<file path="config.mk">
export PLATFORM = sky130hd
export DESIGN_NAME = node_table_lookup_or_allocate
export DESIGN_NICKNAME = d
export VERILOG_FILES = /design/src/hdl/ntla_pkg.sv /design/src/hdl/ntla_store.sv /design/src/hdl/node_table_lookup_or_allocate.sv
export SDC_FILE = /design/constraint.sdc
export NUM_CORES = 2
export LEC_CHECK = 0
export CELL_PAD_IN_SITES_DETAIL_PLACEMENT = 2
export CELL_PAD_IN_SITES_GLOBAL_PLACEMENT = 2
export CORE_UTILIZATION = 45
export CTS_CLUSTER_SIZE = 20
export DETAILED_ROUTE_END_ITERATION = 10
export DONT_BUFFER_PORTS = 1
export PLACE_DENSITY_LB_ADDON = 0.05
export RECOVER_POWER = 100
export REMOVE_ABC_BUFFERS = 1
export SETUP_SLACK_MARGIN = 0.3
export SLEW_MARGIN = 20
export SYNTH_ARGS = -nofsm -noshare
export SYNTH_HDL_FRONTEND = slang
export SYNTH_SLANG_ARGS = --single-unit
</file>
<file path="constraint.sdc">
create_clock -name clock -period 21 [get_ports clock]
set_input_delay 2.1 -clock clock [delete_from_list [all_inputs] [get_ports clock]]
set_output_delay 2.1 -clock clock [all_outputs]
set_load 0.1 [all_outputs]
</file>
<file path="src/hdl/ntla_pkg.sv">
// Shared types and constants for the node table lookup-or-allocate block.
// Depends on nothing; imported by ntla_store, node_table_lookup_or_allocate and the testbench.
package ntla_pkg;

   localparam int ADDR_W  = 48;
   localparam int TEMP_W  = 16;
   localparam int HUM_W   = 16;
   localparam int SEQ_W   = 16;
   localparam int UP_W    = 32;
   localparam int SIG_W   = 8;
   localparam int TIME_W  = 48;
   localparam int SLOT_W  = 3;

   localparam logic CMD_UPDATE = 1'b0;
   localparam logic CMD_READ   = 1'b1;

   // One table entry as held in the store.
   typedef struct packed {
      logic        [ADDR_W-1:0] address;
      logic signed [TEMP_W-1:0] temperature;
      logic        [HUM_W-1:0]  humidity;
      logic        [SEQ_W-1:0]  sequence_num;
      logic        [UP_W-1:0]   uptime;
      logic signed [SIG_W-1:0]  signal;
      logic        [TIME_W-1:0] arrival;
   } ntla_record_type;

endpackage

</file>
<file path="src/hdl/ntla_store.sv">
// Entry store: single write port, one registered read port, and per-entry valid flags.
// Depends on ntla_pkg for the entry record type.
module ntla_store #(
   parameter int ENTRIES = 6,
   parameter int IDX_W   = 3
) (
   input  logic                      clock,
   input  logic                      reset,
   input  logic                      wr_en,
   input  logic [IDX_W-1:0]          wr_idx,
   input  ntla_pkg::ntla_record_type wr_rec,
   input  logic [IDX_W-1:0]          rd_idx,
   output ntla_pkg::ntla_record_type rd_rec,
   output logic [ENTRIES-1:0]        valid_vec
);
   import ntla_pkg::*;

   ntla_record_type    mem_ff [ENTRIES];
   ntla_record_type    rd_rec_ff;
   logic [ENTRIES-1:0] valid_ff;

   // Entry contents carry no reset; only the valid flags are cleared.
   always_ff @(posedge clock) begin
      if (wr_en) begin
         mem_ff[wr_idx] <= wr_rec;
      end
      rd_rec_ff <= mem_ff[rd_idx];
   end

   always_ff @(posedge clock) begin
      if (reset) begin
         valid_ff <= '0;
      end else if (wr_en) begin
         valid_ff[wr_idx] <= 1'b1;
      end
   end

   assign rd_rec    = rd_rec_ff;
   assign valid_vec = valid_ff;

endmodule

</file>
<file path="src/hdl/node_table_lookup_or_allocate.sv">
// An update compares the entries in order from entry 0 and responds on the first hit or after the
// last entry; a read in range passes through ST_READ_WAIT before it responds,
// and a read beyond the table raises rsp_valid on the accepting edge itself.
// Throughput: one transaction at a time; a new request is taken only in ST_IDLE, once the
// previous response has been accepted with rsp_ready high.
// Reset is synchronous and active high; it clears the valid flags and the control state only.
module node_table_lookup_or_allocate #(
   parameter int TABLE_ENTRIES = 6
) (
   input  logic        clock,
   input  logic        reset,
   input  logic        req_valid,
   output logic        req_ready,
   input  logic        req_command,
   input  logic [2:0]  req_read_index,
   input  logic [47:0] req_station_address,
   input  logic signed [15:0] req_temperature_tenths,
   input  logic [15:0] req_humidity_tenths,
   input  logic [15:0] req_sequence_number,
   input  logic [31:0] req_uptime_seconds,
   input  logic signed [7:0] req_signal_strength,
   input  logic [47:0] req_arrival_time,
   output logic        rsp_valid,
   input  logic        rsp_ready,
   output logic [2:0]  rsp_slot_index,
   output logic        rsp_is_new,
   output logic        rsp_dropped,
   output logic        rsp_entry_valid,
   output logic [47:0] rsp_entry_address,
   output logic signed [15:0] rsp_entry_temperature,
   output logic [15:0] rsp_entry_humidity,
   output logic [15:0] rsp_entry_sequence,
   output logic [31:0] rsp_entry_uptime,
   output logic signed [7:0] rsp_entry_signal,
   output logic [47:0] rsp_entry_time
);
   import ntla_pkg::*;

   localparam int IDX_W = (TABLE_ENTRIES > 1) ? $clog2(TABLE_ENTRIES) : 1;
   localparam logic [IDX_W-1:0] LAST_IDX = IDX_W'(TABLE_ENTRIES - 1);

   typedef enum logic [1:0] {
      ST_IDLE,
      ST_SCAN,
      ST_READ_WAIT,
      ST_RESP
   } state_type;

   state_type           state_ff;
   ntla_record_type     req_rec_ff;
   logic [2:0]          rindex_ff;
   logic [IDX_W-1:0]    issue_idx_ff;
   logic [IDX_W-1:0]    cmp_idx_ff;
   logic                free_found_ff;
   logic [IDX_W-1:0]    free_idx_ff;

   logic                rsp_valid_ff;
   logic [SLOT_W-1:0]   rsp_slot_ff;
   logic                rsp_is_new_ff;
   logic                rsp_dropped_ff;
   logic                rsp_entry_valid_ff;
   ntla_record_type     rsp_rec_ff;

   logic                wr_en;
   logic [IDX_W-1:0]    wr_idx;
   logic [IDX_W-1:0]    rd_idx;
   ntla_record_type     rd_rec;
   logic [TABLE_ENTRIES-1:0] valid_vec;

   logic                accept;
   logic                cur_valid;
   logic                hit;
   logic                at_last;
   logic                alloc;
   logic                read_in_range;
   ntla_record_type     in_rec;

   ntla_store #(
      .ENTRIES (TABLE_ENTRIES),
      .IDX_W   (IDX_W)
   ) u_store (
      .clock     (clock),
      .reset     (reset),
      .wr_en     (wr_en),
      .wr_idx    (wr_idx),
      .wr_rec    (req_rec_ff),
      .rd_idx    (rd_idx),
      .rd_rec    (rd_rec),
      .valid_vec (valid_vec)
   );

   assign accept        = req_valid && (state_ff == ST_IDLE);
   assign read_in_range = 32'(req_read_index) < TABLE_ENTRIES;

   always_comb begin
      in_rec.address      = req_station_address;
      in_rec.temperature  = req_temperature_tenths;
      in_rec.humidity     = req_humidity_tenths;
      in_rec.sequence_num = req_sequence_number;
      in_rec.uptime       = req_uptime_seconds;
      in_rec.signal       = req_signal_strength;
      in_rec.arrival      = req_arrival_time;
   end

   // The read address is issued in the cycle before its compare; entry 0 goes out on acceptance.
   always_comb begin
      if (state_ff == ST_SCAN) begin
         rd_idx = issue_idx_ff;
      end else if (req_command == CMD_READ) begin
         rd_idx = IDX_W'(req_read_index);
      end else begin
         rd_idx = '0;
      end
   end

   // Shared comparator: one stored address against the key per cycle.
   assign cur_valid = valid_vec[cmp_idx_ff];
   assign hit       = cur_valid && (rd_rec.address == req_rec_ff.address);
   assign at_last   = (cmp_idx_ff == LAST_IDX);
   assign alloc     = at_last && !hit && (free_found_ff || !cur_valid);

   always_comb begin
      wr_en  = (state_ff == ST_SCAN) && (hit || alloc);
      wr_idx = (hit || !free_found_ff) ? cmp_idx_ff : free_idx_ff;
   end

   always_ff @(posedge clock) begin
      if (reset) begin
         state_ff     <= ST_IDLE;
         rsp_valid_ff <= 1'b0;
      end else begin
         case (state_ff)
            ST_IDLE: begin
               if (accept) begin
                  req_rec_ff    <= in_rec;
                  rindex_ff     <= req_read_index;
                  free_found_ff <= 1'b0;
                  if (req_command == CMD_READ) begin
                     cmp_idx_ff <= IDX_W'(req_read_index);
                     if (read_in_range) begin
                        state_ff <= ST_READ_WAIT;
                     end else begin
                        rsp_slot_ff        <= req_read_index;
                        rsp_is_new_ff      <= 1'b0;
                        rsp_dropped_ff     <= 1'b0;
                        rsp_entry_valid_ff <= 1'b0;
                        rsp_rec_ff         <= '0;
                        rsp_valid_ff       <= 1'b1;
                        state_ff           <= ST_RESP;
                     end
                  end else begin
                     cmp_idx_ff   <= '0;
                     issue_idx_ff <= (TABLE_ENTRIES > 1) ? IDX_W'(1) : '0;
                     state_ff     <= ST_SCAN;
                  end
               end
            end
            ST_SCAN: begin
               cmp_idx_ff <= issue_idx_ff;
               if (issue_idx_ff != LAST_IDX) begin
                  issue_idx_ff <= issue_idx_ff + 1'b1;
               end
               if (!free_found_ff && !cur_valid) begin
                  free_found_ff <= 1'b1;
                  free_idx_ff   <= cmp_idx_ff;
               end
               if (hit || at_last) begin
                  rsp_is_new_ff      <= !hit && alloc;
                  rsp_dropped_ff     <= !hit && !alloc;
                  rsp_slot_ff        <= (hit || alloc) ? SLOT_W'(wr_idx) : '0;
                  rsp_entry_valid_ff <= 1'b0;
                  rsp_rec_ff         <= '0;
                  rsp_valid_ff       <= 1'b1;
                  state_ff           <= ST_RESP;
               end
            end
            ST_READ_WAIT: begin
               rsp_slot_ff        <= rindex_ff;
               rsp_is_new_ff      <= 1'b0;
               rsp_dropped_ff     <= 1'b0;
               rsp_entry_valid_ff <= cur_valid;
               rsp_rec_ff         <= rd_rec;
               rsp_valid_ff       <= 1'b1;
               state_ff           <= ST_RESP;
            end
            ST_RESP: begin
               if (rsp_ready) begin
                  rsp_valid_ff <= 1'b0;
                  state_ff     <= ST_IDLE;
               end
            end
            default: begin
               rsp_valid_ff <= 1'b0;
               state_ff     <= ST_IDLE;
            end
         endcase
      end
   end

   assign req_ready             = (state_ff == ST_IDLE);
   assign rsp_valid             = rsp_valid_ff;
   assign rsp_slot_index        = rsp_slot_ff;
   assign rsp_is_new            = rsp_is_new_ff;
   assign rsp_dropped           = rsp_dropped_ff;
   assign rsp_entry_valid       = rsp_entry_valid_ff;
   assign rsp_entry_address     = rsp_rec_ff.address;
   assign rsp_entry_temperature = rsp_rec_ff.temperature;
   assign rsp_entry_humidity    = rsp_rec_ff.humidity;
   assign rsp_entry_sequence    = rsp_rec_ff.sequence_num;
   assign rsp_entry_uptime      = rsp_rec_ff.uptime;
   assign rsp_entry_signal      = rsp_rec_ff.signal;
   assign rsp_entry_time        = rsp_rec_ff.arrival;

`ifndef ASSERT_OFF
   // A new transaction is never taken while a response is still on offer.
   a_no_overlap: assert property (@(posedge clock) disable iff (reset)
      !(req_ready && rsp_valid))
      else $error("request accepted while a response is pending");

   // A written entry is marked in use from the next cycle on.
   a_write_sets_valid: assert property (@(posedge clock) disable iff (reset)
      wr_en |=> valid_vec[$past(wr_idx)])
      else $error("written entry not marked valid");

   // A drop is only reported when every entry is in use.
   a_drop_when_full: assert property (@(posedge clock) disable iff (reset)
      (rsp_valid && rsp_dropped) |-> (&valid_vec))
      else $error("transaction dropped with a free entry");

   a_new_or_dropped: assert property (@(posedge clock) disable iff (reset)
      rsp_valid |-> !(rsp_is_new && rsp_dropped))
      else $error("response flags both new and dropped");
`endif

endmodule

</file>
Yosys cells after proc, flatten, opt, wreduce, memory -nomap -nowiden

Memories as Yosys holds them, arrays and structs flattened. A register that Yosys moved wholly into a read port is not among the register bits.
Index checks and enable logic that the tools add are counted.

Memories: 1
Memory bits (writable): 1104
Memory bits (read-only): 0
Latch bits: 0
Input bits: 192
Register bits: 396
Logic and storage cells: 126

Equality and inequality tests: 14
Multiplexer cells: 50
Shift operators: 0
Magnitude comparators: 4
Add/sub/neg operators: 1
Divide/modulo/power cells: 0
Multipliers: 0
Bitwise gates (word level): 2
Reduce and logical (&&, ||, !) cells: 28

Memories:

| name           | depth | bits a word | read ports | clocked after Yosys merged registers in | wr ports | RTL line         | RTL |
|---|---|---|---|---|---|---|---|
| u_store.mem_ff | 6     | 184         | 1          | 1                                       | 1        | ntla_store.sv:18 | `ntla_record_type mem_ff [ENTRIES];` |

Operators with widths:

| operator                                                              | number |
|---|---|
| 184-bit 2-to-1 mux                                                    | 4 |
| 184-bit one-hot mux with 3 select lines                               | 1 |
| 48-bit == test                                                        | 1 |
| 3-bit 2-to-1 mux                                                      | 12 |
| 1-bit 2-to-1 mux                                                      | 18 |
| 3-bit one-hot mux with 2 select lines                                 | 2 |
| 3-bit AND reduction                                                   | 4 |
| 2-bit by 1-bit != test with 1-bit output (second input constant)      | 5 |
| 5-bit AND reduction                                                   | 2 |
| 1-bit logical AND                                                     | 9 |
| 1-bit one-hot mux with 3 select lines                                 | 3 |
| 3-bit one-hot mux with 3 select lines                                 | 1 |
| 3-bit by 4-bit < comparator with 1-bit output (second input constant) | 2 |
| 2-bit 2-to-1 mux                                                      | 4 |
| 2-bit one-hot mux with 4 select lines                                 | 1 |
| 2-bit != test (second input constant)                                 | 3 |
| 6-bit bitwise OR                                                      | 1 |
| 6-bit AND reduction                                                   | 1 |
| 2-bit == test (second input constant)                                 | 2 |
| 1-bit logical NOT                                                     | 4 |
| 1-bit logical OR                                                      | 4 |
| 1-bit one-hot mux with 4 select lines                                 | 1 |
| 4-bit AND reduction                                                   | 1 |
| 3-bit by 1-bit adder with 3-bit output (second input constant)        | 1 |
| 12 further kinds                                                      | 12 |

Logic depth before layout (Yosys ltp)

Word-level depth: 10
Mapped depth: 13
Depth with buffers taken out: 10

Hierarchy

A second synthesis with hierarchy kept.

Cells, all modules: 3115
Area, all modules: 59927.5 um2

Modules (own cells, without submodules):

| module                        | cells each | instances | area an instance (um2) |
|---|---|---|---|
| ntla_store                    | 2357       | 1         | 45813.9 |
| node_table_lookup_or_allocate | 758        | 1         | 14113.5 |

Worst setup path after synthesis

OpenSTA, ideal clock, no wires.

Kind: register -> register
From: reg cmp_idx_ff[0]
To: mem u_store.mem_ff[2][0] (netlist name), enable pin
Stages on the path, launching flop included: 5
Data arrival time: 14.348 ns
Library setup time: 0.985 ns
Buffers on the path: 0
Slack: 5.667 ns
Required time: 20.015 ns
Period minus slack after synthesis: 15.333 ns
Cells stage by stage: edfxtp_1 > mux4_2 > a22oi_1 > nor4_1 > o21ai_0

Longest elaborated chain between the ends: 10
Elaborated cells on any way between the ends: 15

Ends and longest elaborated chain:

| what                                      | RTL line                             | RTL |
|---|---|---|
| from (decl)                               | node_table_lookup_or_allocate.sv:53  | `logic [IDX_W-1:0] cmp_idx_ff;` |
| from (signal assigned)                    | node_table_lookup_or_allocate.sv:139 | `cmp_idx_ff <= IDX_W'(req_read_index);` |
| from (signal assigned)                    | node_table_lookup_or_allocate.sv:159 | `cmp_idx_ff <= issue_idx_ff;` |
| 1-bit binary-select mux with 3-bit select | node_table_lookup_or_allocate.sv:117 | `assign cur_valid = valid_vec[cmp_idx_ff];` |
| 1-bit 2-to-1 mux (implied by the code)    | node_table_lookup_or_allocate.sv:117 |  |
| 1-bit logical AND                         | node_table_lookup_or_allocate.sv:118 | `assign hit = cur_valid && (rd_rec.address == req_rec_ff.address);` |
| 1-bit logical NOT                         | node_table_lookup_or_allocate.sv:120 | `assign alloc = at_last && !hit && (free_found_ff \|\| !cur_valid);` |
| 1-bit logical AND (2 in a row)            | node_table_lookup_or_allocate.sv:120 |  |
| 1-bit logical OR                          | node_table_lookup_or_allocate.sv:123 | `wr_en = (state_ff == ST_SCAN) && (hit \|\| alloc);` |
| 1-bit logical AND                         | node_table_lookup_or_allocate.sv:123 |  |
| 1-bit 2-to-1 mux                          | ntla_store.sv:24                     | `if (wr_en) begin` |
| 1-bit 2-to-1 mux (implied by the code)    | ntla_store.sv:25                     | `mem_ff[wr_idx] <= wr_rec;` |
| to (decl)                                 | ntla_store.sv:18                     |  |

Several ways; a longest one is shown, not always the timed one. The select of a mux whose other input is x is not followed.

Worst setup path in the final report

From: reg req_rec_ff[176] (netlist name)
To: mem u_store.mem_ff[2][176] (netlist name), enable pin

Longest elaborated chain between the ends: 9
Elaborated cells on any way between the ends: 11

Ends and longest elaborated chain:

| what                                   | RTL line                             | RTL |
|---|---|---|
| from (decl)                            | node_table_lookup_or_allocate.sv:50  | `ntla_record_type req_rec_ff;` |
| from (signal assigned)                 | node_table_lookup_or_allocate.sv:135 | `req_rec_ff <= in_rec;` |
| 48-bit == test (*)                     | node_table_lookup_or_allocate.sv:118 |  |
| 1-bit logical AND (*)                  | node_table_lookup_or_allocate.sv:118 |  |
| 1-bit logical NOT                      | node_table_lookup_or_allocate.sv:120 |  |
| 1-bit logical AND (2 in a row)         | node_table_lookup_or_allocate.sv:120 |  |
| 1-bit logical OR                       | node_table_lookup_or_allocate.sv:123 |  |
| 1-bit logical AND                      | node_table_lookup_or_allocate.sv:123 |  |
| 1-bit 2-to-1 mux                       | ntla_store.sv:24                     |  |
| 1-bit 2-to-1 mux (implied by the code) | ntla_store.sv:25                     |  |

Every way passes the cells marked *; elsewhere a longest branch is shown, timed or not.

==> reports/metrics.yaml <==
status: "complete, but fails checks"
failed_checks: "capacitance limit, slew limit"
holdWs_ns: 0.470
synthFlopType: "edfxtp_1"
synth.avg_cell_area_sq_um: 14.6
die-area_sq_um: 136000
grt_max_degree: 175
worstSetupStartpointType: "flip-flop"
worst_pin_slew_ns: 9.18
via_per_inst: 5.56
start_util_pct: 45.3
utilization_pct: 50.7
p_leak_uw: 0.0229
overflow: 0
drc_errors: 0
antenna_found_initial: 54
yosys.area.top_type: "edfxtp_1"
cap_violations: 39
worst-setup-path-type: "reg2reg"
powerDensity_nw_per_um2: 144
rsz0062_at_grt: "false"
cts.path.max_buffers: 3
path_clk_slew_ns: 0.06
grt_pass1_wl_microns: 248000
dp_slack_ns: 15.14
die_h_microns: 368
yosysMostFrequentCell: "edfxtp_1"
core_sq_um: 133000
combPwrFrac_pct: 14.6
synth_seq_area_share_pct: 80.6
vias: 33800
dp_hpwl_microns: 92100
regToRegSetupSlack_ns: 8.64
dr.pass1.iters: 5
synth_edf_count: 1491
pin_count: 384
min_period_ns: 12.36
grtUsageTotal_pct: 24.8
hold_buffers: 0
numCtsBuffers: 176
fp.dieW_microns: 368
wl_microns: 168000
setup_viol: 0
nets: 4335
io_buffers: 0
syn-cell-area_sq_um: 60400
yosys-top-cells-area: "edfxtp_1 (74%), nand2_1 (7.0%), dfxtp_1 (6.4%), a31oi_1 (3.8%), and2_1 (1.9%)"
synth_seq_cells: 1684
finalMaxSlewViolations: 2058
min_path_type: "reg2reg"
wire_per_inst_microns: 27.6
synth_common_cells: "edfxtp_1 (1491), nand2_1 (1122), a31oi_1 (371), nor2_1 (205), clkbuf_1 (199)"
yosysWarnings: 0
drive_above_1_share_pct: 6.62
cts_root_buf: "clkbuf_16"
cp.required_ns: 21.29
fin_crit_sh_pct: 58.8
sw_frac_of_total_pct: 35.2
insertion_delay_ns: 0.78
critPathArrivalTime_ns: 12.65
ant_nets: 0
fin_ws_ns: 8.64
cts_htree_levels: 4
tritoncts: "yes"
post-cts-setup-buffers: 0
fp-row-count: 134
cp_max_fo: 108
p_seq_share_pct: 54.6
slew-limit-headroom_pct: -512
drt_iter0_drc: 2094
hold_viol_final: 0
gp_congestion: 0.751
fmax_ghz: 0.0809
first_global_vias: 37900
ctsResizeCount: 0
synthCells: 4136
vdd_ir_drop_max_mv: 0.0979
p_int_uw: 6290
area_growth_syn_to_layout_pct: 11.9
yosysTopAreaCellShare_pct: 74.2
fin_skew_ns: 0.0249
p_switching_uw: 3430
clock_sinks: 1684
synthArstFlopShare_pct: 0
ys_types: 51
worstSetupEndpointType: "flip-flop"
pwr-share-clk_pct: 30.8
[registers in the layout, indices dropped and copies added, names as in the netlist, 2 cells and up]
| register | flops |
|---|---|
| cmp_idx_ff | 3 |
| free_idx_ff | 3 |
| issue_idx_ff | 3 |
| req_rec_ff | 184 |
| rindex_ff | 3 |
| rsp_entry_address | 48 |
| rsp_entry_humidity | 16 |
| rsp_entry_sequence | 16 |
| rsp_entry_signal | 8 |
| rsp_entry_temperature | 16 |
| rsp_entry_time | 48 |
| rsp_entry_uptime | 32 |
| rsp_slot_index | 3 |
| state_ff | 2 |
| u_store.mem_ff | 1104 |
| u_store.rd_rec | 184 |
| u_store.valid_vec | 6 |
[final cells by class]
| class | count | area [sq um] |
|---|---|---|
| antenna | 22 | 55.1 |
| tap | 1768 | 2210 |
| fill | 12200 | 65700 |
| clock inverter | 83 | 582 |
| inverter | 11 | 51.3 |
| clock buffer | 247 | 4920 |
| multi-input combinational | 2212 | 10800 |
| sequential | 1684 | 48600 |
| timing repair buffer | 52 | 297 |
[cell families after synthesis]
group                      after synthesis  share of synthesized area (%)
AOI/OAI and AO/OA                      397                           4.18
and+or+nand+nor                       1753                           12.7
adders and majority gates                6                          0.124
buffers and inverters                  240                           1.53
DFF                                   1684                           80.6
xor gates and xnor gates                49                          0.711
muxes                                    7                          0.143
[cells in the final DEF (no fill, tap or decap), types with 4 or more instances in the layout]
master / count
edfxtp_1: 1491
or4_1: 6
dfxtp_1: 193
inv_1: 8
nor2_1: 205
xnor2_1: 48
buf_4: 14
nor2b_1: 5
clkbuf_1: 84
clkinv_8: 6
clkbuf_16: 179
clkinv_1: 28
and3_1: 186
nand4_1: 28
and2_0: 160
bufinv_16: 4
o21ai_0: 4
clkinv_2: 35
clkbuf_8: 19
inv_6: 6
and2_1: 26
ha_1: 6
nand2_1: 1122
diode_2: 22
a31oi_1: 371
[per-stage QoR]
stage | instances | TNS (ns) | instance area (sq um) | total power, uW
after global placement | 5727 | 0 | 62300 | 6670
final | 6079 | 0 | 67600 | 9720
after CTS | 6057 | 0 | 67800 | 9780
after detailed placement | 5727 | 0 | 62300 | 6760
after global routing | 6075 | 0 | 67500 | 10100
after floorplan | 3907 | -8076.16 | 59500 | 6410
[power groups by stage]
| stage | clock (uW) | sequential (uW) | combinational (uW) |
|---|---|---|---|
| floorplan | 0 | 5250 | 1160 |
| global placement | 0 | 5320 | 1340 |
| detailed placement | 0 | 5350 | 1410 |
| CTS | 3050 | 5290 | 1430 |
| global route | 3170 | 5340 | 1560 |
| finish | 3000 | 5310 | 1420 |
[worst max-delay path, cell delays in order (launching register included)]
cell,delay [ns]
edfxtp_1,0.59
xnor2_1,0.46
nand4_1,0.19
or4_1,0.63
nor4_1,0.46
clkbuf_1,0.32
nand4_1,0.20
o21ai_4,0.09
clkbuf_1,5.90
clkbuf_1,2.74
[routing by layer]
metal | routed length (microns) | vias up | track usage [%]
li1 | - | 15000 | -
met1 | 69600 | 17800 | 30.3
met2 | 87200 | 685 | 43.4
met3 | 7160 | 285 | 4.92
met4 | 3840 | 40 | 8.71
met5 | 251 | - | 0
[worst paths after layout]
| kind | end | from | depth (start not counted) |
|---|---|---|---|
| max | u_store.mem_ff[2][176] | req_rec_ff[176] | 9 |
| min | u_store.valid_vec[2] | u_store.valid_vec[2] | 1 |
| max reg2reg | u_store.mem_ff[2][176] | req_rec_ff[176] | 9 |
| min reg2reg | u_store.valid_vec[2] | u_store.valid_vec[2] | 1 |
Note: power is estimated with default switching activity, not from simulation.
